[src/frml_pkg.sv]
// Shared types and constants for the frame rate meter and limiter.
package frml_pkg;

    localparam int FT_W          = 16;
    localparam int FT_MAX        = 65535;
    localparam int FPS_W         = 22;
    localparam int FPS_MAX       = 4194303;
    localparam int FPS_DEFAULT   = 15360;
    localparam int DELAY_W       = 10;
    localparam int CFG_W         = 10;
    localparam int MAX_FPS_RESET = 60;
    localparam int PERIOD_NUM    = 1000;
    localparam int RATE_SCALE    = 256000;

    typedef enum logic [2:0] {
        S_IDLE,
        S_UPD,
        S_FPS_GO,
        S_FPS_WAIT,
        S_PER_GO,
        S_PER_WAIT,
        S_OUT
    } t_state;

endpackage

[src/frml_ring.sv]
// Ring memory of recent frame times, one write and one registered read port.
module frml_ring #(
    parameter int DEPTH  = 10,
    parameter int ADDR_W = 4
) (
    input  logic                       i_clk,
    input  logic                       i_we,
    input  logic [ADDR_W-1:0]          i_waddr,
    input  logic [frml_pkg::FT_W-1:0]  i_wdata,
    input  logic                       i_re,
    input  logic [ADDR_W-1:0]          i_raddr,
    output logic [frml_pkg::FT_W-1:0]  o_rdata
);

    logic [frml_pkg::FT_W-1:0] r_mem [DEPTH];
    logic [frml_pkg::FT_W-1:0] r_rdata;

    always_ff @(posedge i_clk) begin
        if (i_we) begin
            r_mem[i_waddr] <= i_wdata;
        end
    end

    always_ff @(posedge i_clk) begin
        if (i_re) begin
            r_rdata <= r_mem[i_raddr];
        end
    end

    assign o_rdata = r_rdata;

endmodule

[src/frml_div.sv]
// Restoring divider, one quotient bit per clock.
module frml_div #(
    parameter int NUM_W = 22,
    parameter int DEN_W = 20
) (
    input  logic             i_clk,
    input  logic             i_rst_n,
    input  logic             i_start,
    input  logic [NUM_W-1:0] i_num,
    input  logic [DEN_W-1:0] i_den,
    output logic             o_busy,
    output logic             o_done,
    output logic [NUM_W-1:0] o_quot
);

    localparam int CNT_W = $clog2(NUM_W + 1);

    logic [NUM_W-1:0] r_num;
    logic [DEN_W-1:0] r_den;
    logic [DEN_W-1:0] r_rem;
    logic [CNT_W-1:0] r_cnt;
    logic             r_busy;
    logic             r_done;

    logic [DEN_W:0]   rem_sh;
    logic             ge;
    logic [DEN_W:0]   rem_sub;
    logic [DEN_W-1:0] n_rem;

    always_comb begin
        rem_sh  = {r_rem, r_num[NUM_W-1]};
        ge      = rem_sh >= {1'b0, r_den};
        rem_sub = rem_sh - {1'b0, r_den};
        n_rem   = ge ? rem_sub[DEN_W-1:0] : rem_sh[DEN_W-1:0];
    end

    always_ff @(posedge i_clk) begin
        if (!i_rst_n) begin
            r_busy <= 1'b0;
            r_done <= 1'b0;
            r_cnt  <= '0;
        end else begin
            r_done <= r_busy && (r_cnt == CNT_W'(1));
            if (i_start) begin
                r_busy <= 1'b1;
                r_cnt  <= CNT_W'(NUM_W);
            end else if (r_busy) begin
                r_cnt <= r_cnt - CNT_W'(1);
                if (r_cnt == CNT_W'(1)) begin
                    r_busy <= 1'b0;
                end
            end
        end
    end

    // shift quotient bits into the dividend register as it empties
    always_ff @(posedge i_clk) begin
        if (i_start) begin
            r_num <= i_num;
            r_den <= i_den;
            r_rem <= '0;
        end else if (r_busy) begin
            r_rem <= n_rem;
            r_num <= {r_num[NUM_W-2:0], ge};
        end
    end

    assign o_busy = r_busy;
    assign o_done = r_done;
    assign o_quot = r_num;

endmodule

[src/frame_rate_meter_limiter.sv]
// Top level: frame rate meter with moving-average window and frame limiter.
// One input word per frame carries the start and end millisecond ticks. The block returns
// the frame time (end minus previous end, saturated at 65535, 0 on the first frame), the
// average rate over the last WINDOW_LEN frame times in Q8 (15360 while the window sum is
// zero) and the delay that holds the max_fps target. Frame times live in a ring memory
// that is read and written back once per word. The one bit-serial divider, NUM_W bits wide
// (NUM_W is the width of 256000*WINDOW_LEN), computes the rate and then the target period;
// the rate division is skipped while the window sum is zero. A new word is taken only once
// the previous one is fully computed; the result register lets it enter while the last
// result still waits downstream.
module frame_rate_meter_limiter #(
    parameter int WINDOW_LEN = 10
) (
    input  logic                          i_clk,
    input  logic                          i_rst_n,
    input  logic                          i_cfg_we,
    input  logic [frml_pkg::CFG_W-1:0]    i_cfg_wdata,
    input  logic                          i_valid,
    output logic                          o_ready,
    input  logic [31:0]                   i_frame_start_ms,
    input  logic [31:0]                   i_frame_end_ms,
    output logic                          o_valid,
    input  logic                          i_ready,
    output logic [frml_pkg::FT_W-1:0]     o_frame_time_ms,
    output logic [frml_pkg::FPS_W-1:0]    o_fps_q8,
    output logic [frml_pkg::DELAY_W-1:0]  o_delay_ms
);

    localparam int SLOT_W = (WINDOW_LEN > 1) ? $clog2(WINDOW_LEN) : 1;
    localparam int FILL_W = $clog2(WINDOW_LEN + 1);
    localparam int SUM_W  = $clog2(WINDOW_LEN * frml_pkg::FT_MAX + 1);
    localparam int NUM_W  = $clog2(WINDOW_LEN * frml_pkg::RATE_SCALE + 1);
    localparam int QX_W   = (NUM_W > frml_pkg::FPS_W) ? NUM_W : frml_pkg::FPS_W;

    frml_pkg::t_state                r_state;
    frml_pkg::t_state                n_state;

    logic [frml_pkg::CFG_W-1:0]      r_max_fps;
    logic [31:0]                     r_prev_end;
    logic                            r_have_prev;
    logic [SLOT_W-1:0]               r_slot;
    logic [FILL_W-1:0]               r_fill;
    logic [SUM_W-1:0]                r_sum;
    logic [frml_pkg::FT_W-1:0]       r_ft;
    logic [31:0]                     r_elapsed;
    logic [frml_pkg::FPS_W-1:0]      r_fps;
    logic [frml_pkg::DELAY_W-1:0]    r_delay;

    logic                            r_out_valid;
    logic [frml_pkg::FT_W-1:0]       r_out_ft;
    logic [frml_pkg::FPS_W-1:0]      r_out_fps;
    logic [frml_pkg::DELAY_W-1:0]    r_out_delay;

    logic                            accept;
    logic                            ring_we;
    logic [frml_pkg::FT_W-1:0]       ring_rdata;
    logic [31:0]                     diff;
    logic [frml_pkg::FT_W-1:0]       n_ft;
    logic [SUM_W-1:0]                n_sum;
    logic [FILL_W-1:0]               n_fill;
    logic [SLOT_W-1:0]               n_slot;
    logic                            ring_full;
    logic                            out_free;

    logic                            div_start;
    logic                            div_busy;
    logic                            div_done;
    logic [NUM_W-1:0]                div_num;
    logic [SUM_W-1:0]                div_den;
    logic [NUM_W-1:0]                div_quot;
    logic [QX_W-1:0]                 quot_ext;
    logic [frml_pkg::CFG_W-1:0]      fps_lim;
    logic [frml_pkg::DELAY_W-1:0]    period;
    logic [frml_pkg::FPS_W-1:0]      fps_sat;
    logic [frml_pkg::DELAY_W-1:0]    delay_calc;

    frml_ring #(
        .DEPTH  (WINDOW_LEN),
        .ADDR_W (SLOT_W)
    ) u_ring (
        .i_clk   (i_clk),
        .i_we    (ring_we),
        .i_waddr (r_slot),
        .i_wdata (r_ft),
        .i_re    (accept),
        .i_raddr (r_slot),
        .o_rdata (ring_rdata)
    );

    frml_div #(
        .NUM_W (NUM_W),
        .DEN_W (SUM_W)
    ) u_div (
        .i_clk   (i_clk),
        .i_rst_n (i_rst_n),
        .i_start (div_start),
        .i_num   (div_num),
        .i_den   (div_den),
        .o_busy  (div_busy),
        .o_done  (div_done),
        .o_quot  (div_quot)
    );

    // next state
    always_comb begin
        n_state = r_state;
        case (r_state)
            frml_pkg::S_IDLE: begin
                if (i_valid) begin
                    n_state = frml_pkg::S_UPD;
                end
            end
            frml_pkg::S_UPD: begin
                n_state = frml_pkg::S_FPS_GO;
            end
            frml_pkg::S_FPS_GO: begin
                n_state = (r_sum == '0) ? frml_pkg::S_PER_GO : frml_pkg::S_FPS_WAIT;
            end
            frml_pkg::S_FPS_WAIT: begin
                if (div_done) begin
                    n_state = frml_pkg::S_PER_GO;
                end
            end
            frml_pkg::S_PER_GO: begin
                n_state = frml_pkg::S_PER_WAIT;
            end
            frml_pkg::S_PER_WAIT: begin
                if (div_done) begin
                    n_state = frml_pkg::S_OUT;
                end
            end
            frml_pkg::S_OUT: begin
                if (out_free) begin
                    n_state = frml_pkg::S_IDLE;
                end
            end
            default: begin
                n_state = frml_pkg::S_IDLE;
            end
        endcase
    end

    // state outputs
    always_comb begin
        o_ready   = 1'b0;
        ring_we   = 1'b0;
        div_start = 1'b0;
        div_num   = NUM_W'(frml_pkg::PERIOD_NUM);
        div_den   = SUM_W'(fps_lim);
        case (r_state)
            frml_pkg::S_IDLE: begin
                o_ready = 1'b1;
            end
            frml_pkg::S_UPD: begin
                ring_we = 1'b1;
            end
            frml_pkg::S_FPS_GO: begin
                div_start = (r_sum != '0);
                div_num   = NUM_W'(int'(r_fill) * frml_pkg::RATE_SCALE);
                div_den   = r_sum;
            end
            frml_pkg::S_PER_GO: begin
                div_start = 1'b1;
            end
            default: begin
                o_ready = 1'b0;
            end
        endcase
    end

    always_comb begin
        accept    = i_valid && o_ready;
        out_free  = !r_out_valid || i_ready;
        diff      = i_frame_end_ms - r_prev_end;
        if (!r_have_prev) begin
            n_ft = '0;
        end else if (diff > 32'(frml_pkg::FT_MAX)) begin
            n_ft = frml_pkg::FT_W'(frml_pkg::FT_MAX);
        end else begin
            n_ft = diff[frml_pkg::FT_W-1:0];
        end

        // drop the oldest time once the window is full
        ring_full = (r_fill == FILL_W'(WINDOW_LEN));
        if (ring_full) begin
            n_sum  = r_sum - SUM_W'(ring_rdata) + SUM_W'(r_ft);
            n_fill = r_fill;
        end else begin
            n_sum  = r_sum + SUM_W'(r_ft);
            n_fill = r_fill + FILL_W'(1);
        end
        n_slot = (r_slot == SLOT_W'(WINDOW_LEN - 1)) ? '0 : r_slot + SLOT_W'(1);

        fps_lim  = (r_max_fps == '0) ? frml_pkg::CFG_W'(1) : r_max_fps;
        quot_ext = QX_W'(div_quot);
        fps_sat  = (quot_ext > QX_W'(frml_pkg::FPS_MAX))
                 ? frml_pkg::FPS_W'(frml_pkg::FPS_MAX) : quot_ext[frml_pkg::FPS_W-1:0];
        period   = div_quot[frml_pkg::DELAY_W-1:0];
        delay_calc = (32'(period) > r_elapsed)
                   ? period - r_elapsed[frml_pkg::DELAY_W-1:0] : '0;
    end

    always_ff @(posedge i_clk) begin
        if (!i_rst_n) begin
            r_state     <= frml_pkg::S_IDLE;
            r_max_fps   <= frml_pkg::CFG_W'(frml_pkg::MAX_FPS_RESET);
            r_prev_end  <= '0;
            r_have_prev <= 1'b0;
            r_slot      <= '0;
            r_fill      <= '0;
            r_sum       <= '0;
            r_out_valid <= 1'b0;
        end else begin
            r_state <= n_state;
            if (i_cfg_we) begin
                r_max_fps <= i_cfg_wdata;
            end
            if (accept) begin
                r_prev_end  <= i_frame_end_ms;
                r_have_prev <= 1'b1;
            end
            if (ring_we) begin
                r_sum  <= n_sum;
                r_fill <= n_fill;
                r_slot <= n_slot;
            end
            if (r_state == frml_pkg::S_OUT && out_free) begin
                r_out_valid <= 1'b1;
            end else if (i_ready) begin
                r_out_valid <= 1'b0;
            end
        end
    end

    always_ff @(posedge i_clk) begin
        if (accept) begin
            r_ft      <= n_ft;
            r_elapsed <= i_frame_end_ms - i_frame_start_ms;
        end
        if (r_state == frml_pkg::S_FPS_GO && r_sum == '0) begin
            r_fps <= frml_pkg::FPS_W'(frml_pkg::FPS_DEFAULT);
        end else if (r_state == frml_pkg::S_FPS_WAIT && div_done) begin
            r_fps <= fps_sat;
        end
        if (r_state == frml_pkg::S_PER_WAIT && div_done) begin
            r_delay <= delay_calc;
        end
        if (r_state == frml_pkg::S_OUT && out_free) begin
            r_out_ft    <= r_ft;
            r_out_fps   <= r_fps;
            r_out_delay <= r_delay;
        end
    end

    assign o_valid         = r_out_valid;
    assign o_frame_time_ms = r_out_ft;
    assign o_fps_q8        = r_out_fps;
    assign o_delay_ms      = r_out_delay;

`ifndef ASSERT_OFF
    a_fill_bound: assert property (@(posedge i_clk) disable iff (!i_rst_n)
        r_fill <= FILL_W'(WINDOW_LEN))
        else $error("fill count above window length");

    a_slot_bound: assert property (@(posedge i_clk) disable iff (!i_rst_n)
        r_slot <= SLOT_W'(WINDOW_LEN - 1))
        else $error("write slot outside ring");

    a_empty_sum: assert property (@(posedge i_clk) disable iff (!i_rst_n)
        (r_fill == '0) |-> (r_sum == '0))
        else $error("window sum nonzero with empty ring");

    a_accept_upd: assert property (@(posedge i_clk) disable iff (!i_rst_n)
        (i_valid && o_ready) |=> (r_state == frml_pkg::S_UPD))
        else $error("accepted word did not reach ring update");

    a_div_done: assert property (@(posedge i_clk) disable iff (!i_rst_n)
        div_done |-> (r_state == frml_pkg::S_FPS_WAIT || r_state == frml_pkg::S_PER_WAIT))
        else $error("divider finished outside a wait state");

    a_idle_div: assert property (@(posedge i_clk) disable iff (!i_rst_n)
        (r_state == frml_pkg::S_IDLE) |-> !div_busy)
        else $error("divider busy while idle");
`endif

endmodule

[config.mk]
export PLATFORM = sky130hd
export DESIGN_NAME = frame_rate_meter_limiter
export DESIGN_NICKNAME = d
export VERILOG_FILES = /design/src/frml_pkg.sv /design/src/frml_ring.sv /design/src/frml_div.sv /design/src/frame_rate_meter_limiter.sv
export SDC_FILE = /design/constraint.sdc
export NUM_CORES = 1
export LEC_CHECK = 0
export BUFFER_PORTS_ARGS = -buffer_cell sky130_fd_sc_hd__buf_4
export CAP_MARGIN = 20
export CORE_MARGIN = 2
export CORE_UTILIZATION = 50
export CTS_CLUSTER_DIAMETER = 30
export CTS_CLUSTER_SIZE = 16
export DETAILED_ROUTE_END_ITERATION = 6
export PLACE_DENSITY_LB_ADDON = 0.1
export SLEW_MARGIN = 20
export SYNTH_ARGS = -nofsm -noshare
export SYNTH_HDL_FRONTEND = slang
export SYNTH_SLANG_ARGS = --single-unit
[constraint.sdc]
create_clock -name i_clk -period 6.86 [get_ports i_clk]
set_input_delay 1.029 -clock i_clk [delete_from_list [all_inputs] [get_ports i_clk]]
set_output_delay 1.029 -clock i_clk [all_outputs]
set_load 0.005 [all_outputs]
Yosys cells after proc, flatten, opt, wreduce, memory -nomap -nowiden

Memories as Yosys holds them, arrays and structs flattened. A register that Yosys moved wholly into a read port is not among the register bits.
Index checks and enable logic that the tools add are counted.

Flip-flop bits (word level): 272
RAM bits: 160
Logic and storage cells: 99
Memories kept: 1

$add $sub $neg: 10
$mul: 1
Bitwise gates (word level): 2
Magnitude comparators: 4
Muxes and demuxes: 28
Reduce and logical (&&, ||, !) cells: 17
Eq/ne operators: 13

Memories:

| memory       | words | bits a word | read ports | clocked after Yosys merged registers in | wr ports | RTL line        | source |
|---|---|---|---|---|---|---|---|
| u_ring.r_mem | 10    | 16          | 1          | 1                                       | 1        | frml_ring.sv:15 | `logic [frml_pkg::FT_W-1:0] r_mem [DEPTH];` |

Operators by type and width:

| cell                   | count |
|---|---|
| $mux W22               | 4 |
| $sub A32 B32 Y32       | 2 |
| $add A20 B16 Y20       | 2 |
| $mux W20               | 2 |
| $gt A10 B32 Y1         | 1 |
| $gt A32 B16 Y1 const B | 1 |
| $gt A22 B22 Y1 const B | 1 |
| $ge A21 B20 Y1         | 1 |
| $pmux W3 S7            | 1 |
| $logic_not A20 Y1      | 1 |
| $mux W10               | 2 |
| $reduce_bool A20 Y1    | 1 |
| $sub A20 B16 Y20       | 1 |
| $sub A20 B20 Y20       | 1 |
| $mux W16               | 1 |
| $mux W3                | 5 |
| $mul A4 B7 Y11 const B | 1 |
| $logic_not A10 Y1      | 1 |
| $mux W5                | 2 |
| $sub A10 B10 Y10       | 1 |
| $eq A3 B3 Y1 const B   | 3 |
| $mux W1                | 9 |
| $add A4 B1 Y4 const B  | 2 |
| $eq A4 B4 Y1 const B   | 2 |
| 17 further kinds       | 27 |

Longest topological paths before layout

Gate-level depths: netlist of run 1.

Word-level depth: 4
Depth in mapped cells: 15
Depth with buffers taken out: 15

Modules after synthesis

A second synthesis of run 1 with hierarchy kept.

Cell total of the unflattened synthesis: 2,382
Area total of the unflattened synthesis: 25,032.8 sq um

By module, submodules not included:

| module                   | times used | cells an instance | area each (sq um) |
|---|---|---|---|
| frame_rate_meter_limiter | 1          | 1,641             | 14,258.7 |
| frml_ring                | 1          | 358               | 6,872.8 |
| frml_div                 | 1          | 383               | 3,901.2 |

Worst setup path before layout of run 1

OpenSTA, ideal clock, no wires.

Path type: input -> register
Start point: input port i_frame_end_ms[0]
End point: register r_ft[10] (netlist name), data pin
Setup time: 270 ps
Arrival: 3,788 ps
Required time: 6,590 ps
Buffers on the path: 1
Path slack: 2,801 ps
Cell stages on the path: 13
Cell sequence: inv_1 -> ha_1 -> fa_1 -> nor2b_1 -> o31a_1 -> o221ai_1 -> a21o_1 -> o31ai_1 -> mux2_2 -> a2111oi_2 -> o2111a_2 -> buf_6 -> a31oi_1

Longest elaborated chain between the ends: 3

RTL lines:

| what                 | RTL line                        | source |
|---|---|---|
| from (decl)          | frame_rate_meter_limiter.sv:21  | `input logic [31:0] i_frame_end_ms,` |
| $sub A32 B32 Y32 (*) | frame_rate_meter_limiter.sv:174 | `diff = i_frame_end_ms - r_prev_end;` |
| $gt A32 B16 Y1       | frame_rate_meter_limiter.sv:177 | `end else if (diff > 32'(frml_pkg::FT_MAX)) begin` |
| $mux W16 (*)         | frame_rate_meter_limiter.sv:177 |  |
| to (signal assigned) | frame_rate_meter_limiter.sv:237 | `r_ft <= n_ft;` |
| to (decl)            | frame_rate_meter_limiter.sv:44  | `logic [frml_pkg::FT_W-1:0] r_ft;` |

Every way passes the cells marked *; elsewhere a longest branch is shown, timed or not.
A chain may end at the register's enable or synchronous reset.

Worst setup path in the final report of run 1

Start point: register r_ft[5] (netlist name)
End point: register r_sum[19]

Longest elaborated chain between the ends: 2
Elaborated cells between the ends (all ways): 3
Classes of those cells: 2 x add/sub; 1 x mux

RTL lines:

| what                                       | RTL line                                                         | source |
|---|---|---|
| $add A20 B16 Y20, on equally long branches | frame_rate_meter_limiter.sv:189, frame_rate_meter_limiter.sv:186 |  |
| $mux W20 (*)                               | frame_rate_meter_limiter.sv:185                                  | `if (ring_full) begin` |
| to (signal assigned)                       | frame_rate_meter_limiter.sv:223                                  | `r_sum <= n_sum;` |
| to (decl)                                  | frame_rate_meter_limiter.sv:43                                   | `logic [SUM_W-1:0] r_sum;` |

Marked as above.

==> impl_metrics.json, run 1 <==
{
  "clk_pin_slew_ns": 0.05,
  "final_common_cell": "edfxtp_1",
  "finalHoldViolations": 0,
  "place_congestion": 0.908,
  "cts_tree": "done",
  "ys_warn_count": 0,
  "synth_ff_type": "edfxtp_1",
  "port_buffers": 128,
  "ant_nets": 0,
  "synth_mux_area_frac": 0.0565,
  "grt_max_degree": 92,
  "worst_pin_slew_ns": 1.06,
  "min_path_type": "reg -> reg",
  "status": "finished clean",
  "cts_sinks": 448,
  "synth_nets": 2503,
  "grt_pass1_vias": 17200,
  "fillCellCount": 3837,
  "synth_fa_ha_area_frac": 0.101,
  "dpl.cell_count": 2926,
  "synth_xor_area_frac": 0.0366,
  "synth-compound-area-share": 0.134,
  "grt_pass1_wl_um": 89300,
  "placed_area_um2": 25800,
  "critPathLaunchType": "flip-flop",
  "firstDrtPassIters": 5,
  "synthCells": 2246,
  "fin_cells": 3110,
  "ir_drop_mv": 0.222,
  "design_area_um2": 29400,
  "fin_crit_sh": 0.579,
  "drv_cap": 0,
  "synth_simple_gate_area_frac": 0.118,
  "synth_top_family_by_area": "compound AO/OA/AOI/OAI gates",
  "worstPathRequired_ns": 7.30,
  "cts_setup_buffers": 0,
  "via_per_inst": 5.53,
  "layout_setup_ws_ns": 2.89,
  "wl_per_cell_um": 17.6,
  "cts-hold-fix-buffers": 0,
  "root_buffer": "clkbuf_16",
  "clock_latency_ns": 0.63,
  "arrival_ns": 4.41,
  "period_minus_slack_ns": 3.97,
  "dpl.hpwl_um": 37500,
  "p_leak_nw": 11.9,
  "routed_wirelength_um": 54700,
  "syn_to_final_growth_pct": 21.6,
  "seq_area_frac_synth": 0.506,
  "synth_edf_count": 324,
  "grt_setup_unrepaired": "false",
  "h-tree-depth": 3,
  "drive_gt1_frac": 0.148,
  "rows": 80,
  "drt_iter0_markers": 1099,
  "antenna_found_initial": 0,
  "boundaryPins": 129,
  "critPathKind": "reg -> reg",
  "slew_headroom": 0.297,
  "cts.repair.resized": 0,
  "setup_tns_ns": 0,
  "start_util": 0.506,
  "die_w_um": 224,
  "antenna_cells": 0,
  "synthArstFlopShare": 0,
  "cp_max_fo": 13,
  "setup_viol": 0,
  "layout_common_cells": "edfxtp_1 (324), inv_1 (223), nand2_1 (198)",
  "die-area_um2": 50100,
  "num_vias": 17200,
  "p_total_mw": 14.0,
  "maxSlewViolCount": 0,
  "synth_area_um2": 24100,
  "core_um2": 47700,
  "gr-total-overflow": 0,
  "max_freq_mhz": 252,
  "worst-r2r-setup-slack_ns": 2.89,
  "clockBufferDepth": 3,
  "synth-seq-cells": 448,
  "track_usage": 0.223,
  "die_h_um": 224,
  "finClkSkew_ns": 0.0206,
  "cp-end-kind": "flip-flop",
  "dpl_worst_slack_ns": 2.26,
  "final_nets": 2667,
  "pwr_density_cell_nw_per_um2": 477,
  "syn_avg_cell_area_um2": 10.8,
  "cts_inserted_buffers": 97,
  "synthDistinctLibCells": 66,
  "drc": 0
}
==> synth_stat cells, types with 6 or more instances <==
cell type / count / share of area
nor4_1: 13 / 0.0034
and3_1: 24 / 0.0062
o22ai_1: 6 / 0.0016
nor3_1: 50 / 0.010
clkbuf_1: 65 / 0.010
inv_1: 224 / 0.035
o21bai_1: 9 / 0.0028
xnor2_1: 77 / 0.028
a31oi_1: 36 / 0.0093
nand2b_1: 22 / 0.0057
o31ai_1: 18 / 0.0056
a21oi_1: 181 / 0.038
o21a_1: 31 / 0.0096
buf_2: 6 / 0.0012
o211ai_1: 13 / 0.0040
ha_1: 150 / 0.078
a21o_1: 39 / 0.012
fa_1: 28 / 0.023
or2_2: 6 / 0.0016
or4_1: 7 / 0.0022
mux4_2: 32 / 0.030
nand4_1: 17 / 0.0044
nand2_1: 199 / 0.031
and2_1: 10 / 0.0026
a311oi_1: 7 / 0.0025
o21ai_0: 88 / 0.018
a211o_1: 6 / 0.0022
edfxtp_1: 324 / 0.40
nor2b_1: 47 / 0.012
nand3_1: 28 / 0.0058
buf_1: 10 / 0.0016
nor2_1: 139 / 0.022
or3_1: 13 / 0.0034
xor2_1: 24 / 0.0087
dfxtp_1: 124 / 0.10
nor3b_1: 8 / 0.0025
mux2i_1: 62 / 0.026
a211oi_1: 40 / 0.012
==> cell type report <==
type / instances / area, µm² / area share
multi-input cells: 1490 / 10900 / 0.370
inverters: 226 / 850 / 0.0289
well taps: 615 / 769 / 0.0262
repair buffers: 147 / 1110 / 0.0377
flip-flops and latches: 448 / 12200 / 0.416
clock buffers: 113 / 2570 / 0.0875
clock inverters: 71 / 995 / 0.0339
==> critical path: stages, from the launching register on <==
cell and delay [ns]:
edfxtp_1 0.79, inv_1 0.14, fa_1 0.53, inv_1 0.04
ha_1 0.24, or4_1 0.49, o22ai_1 0.26, o21ai_0 0.28
a21o_1 0.28, and3_1 0.19, o31a_1 0.27, o21ai_0 0.16
a41oi_1 0.13
==> metrics by stage <==
step	hold slack (ns)	utilization
after global placement	0.404	0.540
after global routing	0.427	0.615
after detailed placement	0.406	0.540
after CTS	0.420	0.615
final	0.418	0.615
after floorplan	0.400	-
==> per-layer routing <==
layer,routed length (µm),share of wire,track usage,up-vias
li1,-,-,-,8493
met5,0,0,0,-
met1,24800,0.45,0.297,8245
met3,2440,0.045,0.0390,91
met2,26100,0.48,0.371,377
met4,1330,0.024,0.0733,0
==> sequential cells by signal, summed over array words and instances (netlist names), 3 cells and up <==
name	count
o_delay_ms	10
o_fps_q8	22
o_frame_time_ms	16
r_delay	10
r_elapsed	32
r_fill	4
r_fps	22
r_ft	16
r_max_fps	10
r_prev_end	32
r_slot	4
r_state	3
r_sum	20
u_div.o_quot	22
u_div.r_cnt	5
u_div.r_den	20
u_div.r_rem	20
u_ring.o_rdata	16
u_ring.r_mem	160
==> final timing paths <==
path | to | start | cells past startpoint
worst max register to register | r_sum[19] | r_ft[5] | 12
worst min-delay path | o_delay_ms[9] | r_delay[9] | 0
worst max-delay path | r_sum[19] | r_ft[5] | 12
worst min register to register | o_delay_ms[9] | r_delay[9] | 0
==> logic make-up (layout without fill, tap and decap cells) <==
group	count (synthesis)	count (layout)
AO/OA/AOI/OAI	517	517
XOR/XNOR	101	101
adder cells (fa/ha/maj)	178	178
buffers and inverters	308	557
flip-flops	448	448
multiplexers	96	96
AND/OR/NAND/NOR	598	598
==> report_power, final <==
part / switching, mW / leakage, nW / internal [mW] / total [mW]
sequential: 0.467 / 4.04 / 3.65 / 4.12
clock: 1.50 / 1.70 / 3.47 / 4.97
combinational: 2.85 / 6.12 / 2.05 / 4.91
No activity file was read; power rests on OpenSTA's default activity.
==> inputs of run 2 (changes only) <==
==> constraint.sdc (replaced) <==
create_clock -name i_clk -period 3.51 [get_ports i_clk]
set_input_delay 0.5265 -clock i_clk [delete_from_list [all_inputs] [get_ports i_clk]]
set_output_delay 0.5265 -clock i_clk [all_outputs]
set_load 0.005 [all_outputs]
==> impl_metrics.json, run 2 (synthesis gave the netlist of run 1 again) <==
{
  "dpl.hpwl_um": 39700,
  "die_h_um": 224,
  "comb_power_share": 0.385,
  "gr-total-overflow": 0,
  "max_freq_mhz": 295,
  "holdPathEnd": "r_max_fps[4]",
  "worstPathRequired_ns": 4.01,
  "holdPathStages": 3,
  "worst_pin_slew_ns": 0.886,
  "status": "finished clean",
  "top_regs": "u_ring.r_mem x160, r_elapsed x32, r_prev_end x32",
  "critPathKind": "reg -> reg",
  "drv_cap": 0,
  "period_minus_slack_ns": 3.39,
  "start_util": 0.506,
  "cp.buffers_inverters": 5,
  "cts_inserted_buffers": 92,
  "fin_crit_sh": 0.967,
  "grt_max_degree": 64,
  "via_per_inst": 5.53,
  "crit_chain": "inv_1 > fa_1 > inv_1 > ha_1 > buf_4 > nor4_1 > a211oi_1 > buf_4 > o31ai_2 > buf_4 > xor2_1 > a21oi_1 > o221a_2",
  "finalHoldViolations": 0,
  "drive_gt1_frac": 0.179,
  "boundaryPins": 129,
  "min_path_type": "in -> reg",
  "sequentialPowerShare": 0.286,
  "grt_pass1_vias": 17600,
  "clock_latency_ns": 0.63,
  "maxSlewViolCount": 0,
  "drc": 0,
  "r2r-start": "r_ft[4]",
  "core_um2": 47700,
  "cts_sinks": 448,
  "swShare": 0.349,
  "firstDrtPassIters": 6,
  "critical_path.max_stage_delay_ns": 0.51,
  "top_register": "u_ring.r_mem",
  "largest_reg_flops": 160,
  "finClkSkew_ns": 0.0194,
  "crit_family": "compound AO/OA/AOI/OAI gates",
  "reg2reg_depth": 13,
  "die-area_um2": 50100,
  "syn_to_final_growth_pct": 23.6,
  "die_w_um": 224,
  "num_vias": 17600,
  "root_buffer": "clkbuf_16",
  "dpl.cell_count": 3011,
  "h-tree-depth": 3,
  "ir_drop_mv": 0.424,
  "clockBufferDepth": 3,
  "cp_slowest_cell": "nor4_1",
  "port_buffers": 128,
  "setup_viol": 0,
  "worst-r2r-setup-slack_ns": 0.12,
  "fillCellCount": 3775,
  "worstHoldStart": "i_cfg_wdata[4]",
  "design_area_um2": 29900,
  "p_leak_nw": 12.2,
  "arrival_ns": 3.89,
  "cts_tree": "done",
  "ant_nets": 0,
  "final_common_cell": "edfxtp_1",
  "final_nets": 2748,
  "cp_max_fo": 4,
  "worst_path_most_repeated_cell": "buf_4",
  "track_usage": 0.226,
  "antenna_found_initial": 0,
  "layout_common_cells": "edfxtp_1 (324), buf_4 (228), inv_1 (222)",
  "wl_per_cell_um": 17.6,
  "clk_pin_slew_ns": 0.05,
  "p_int_mw": 17.9,
  "reg2reg_to": "r_sum[16]",
  "rows": 80,
  "placed_area_um2": 26500,
  "critPathLaunchType": "flip-flop",
  "p_sw_mw": 9.63,
  "p_clk_frac": 0.329,
  "drt_iter0_markers": 1072,
  "slew_headroom": 0.407,
  "routed_wirelength_um": 56000,
  "hold_slack_ns": 0.132,
  "cp-end-kind": "flip-flop",
  "setup_tns_ns": 0,
  "pwr_density_cell_nw_per_um2": 923,
  "dpl_worst_slack_ns": -0.260,
  "grt_setup_unrepaired": "false",
  "grt_pass1_wl_um": 90400,
  "layout_setup_ws_ns": 0.115,
  "place_congestion": 0.912,
  "fin_cells": 3186
}
==> run 2: changes by cell type in the layout (fill, tap and decap cells not counted), moves of 5 or more <==
cell        change
o21ai_0         -5
clkinv_1        -6
buf_4          +82
clkbuf_8        +8
clkinvlp_4      +6
clkbuf_16       -5
bufinv_16       -6
buf_12          +5
==> run 2: worst max-delay path by stage <==
stage                       from   endpoint  slack [ns]  cells after the start
2_1_floorplan  i_frame_end_ms[0]   r_ft[10]       0.005                     13
3_3_place_gp   i_frame_end_ms[0]    r_ft[5]       -0.17                     14
3_5_place_dp   i_frame_end_ms[0]   r_ft[15]       -0.26                     14
4_1_cts                  r_ft[2]  r_sum[18]        0.08                     16
5_1_grt            r_prev_end[5]   r_ft[15]       0.004                     12
6_report                 r_ft[4]  r_sum[16]        0.12                     13
==> run 2: layout make-up <==
| type | count | area [µm²] | share of cell area |
|---|---|---|---|
| inverters | 226 | 850 | 0.0285 |
| repair buffers | 233 | 1810 | 0.0607 |
| diodes | 1 | 2.50 | 0.0000838 |
| clock buffers | 116 | 2560 | 0.0856 |
| multi-input cells | 1490 | 10900 | 0.365 |
| clock inverters | 57 | 767 | 0.0257 |
| well taps | 615 | 769 | 0.0258 |
| flip-flops and latches | 448 | 12200 | 0.409 |
==> run 2: metrics by stage <==
step	util	power, mW
floorplan	-	15.3
global placement	0.554	18.1
detailed placement	0.554	18.3
CTS	0.624	27.6
global route	0.625	29.3
finish	0.625	27.6
==> run 2: worst register-to-register path: stages (launching register included) <==
cell      delay, ns
edfxtp_1       0.44
inv_1          0.09
fa_1           0.50
inv_1          0.04
ha_1           0.20
buf_4          0.15
nor4_1         0.52
a211oi_1       0.16
buf_4          0.18
o31ai_2        0.30
buf_4          0.17
xor2_1         0.15
a21oi_1        0.09
o221a_2        0.28
==> run 2: power groups by stage <==
stage / sequential (mW) / combinational, mW / clock [mW]
after floorplan: 7.69 / 7.60 / 0
after global routing: 8.00 / 11.9 / 9.46
after detailed placement: 7.97 / 10.4 / 0
after global placement: 7.94 / 10.1 / 0
final: 7.88 / 10.6 / 9.08
after CTS: 7.89 / 10.5 / 9.21
==> run 2: what timing repair did <==
| item | in CTS | in global routing |
|---|---|---|
| resized for setup | 1 | 17 |
| setup endpoints to repair | 1 | 22 |
| buffers inserted | 0 | 1 |
| pin swaps | 0 | 3 |
| hold buffers | 0 | 0 |
==> run 2: routing by layer <==
layer | track usage | part of all wire | up-vias
met2 | 0.384 | 0.48 | 405
li1 | - | - | 8635
met1 | 0.297 | 0.45 | 8469
met5 | 0 | 0 | -
met3 | 0.0399 | 0.046 | 97
met4 | 0.0697 | 0.023 | 0
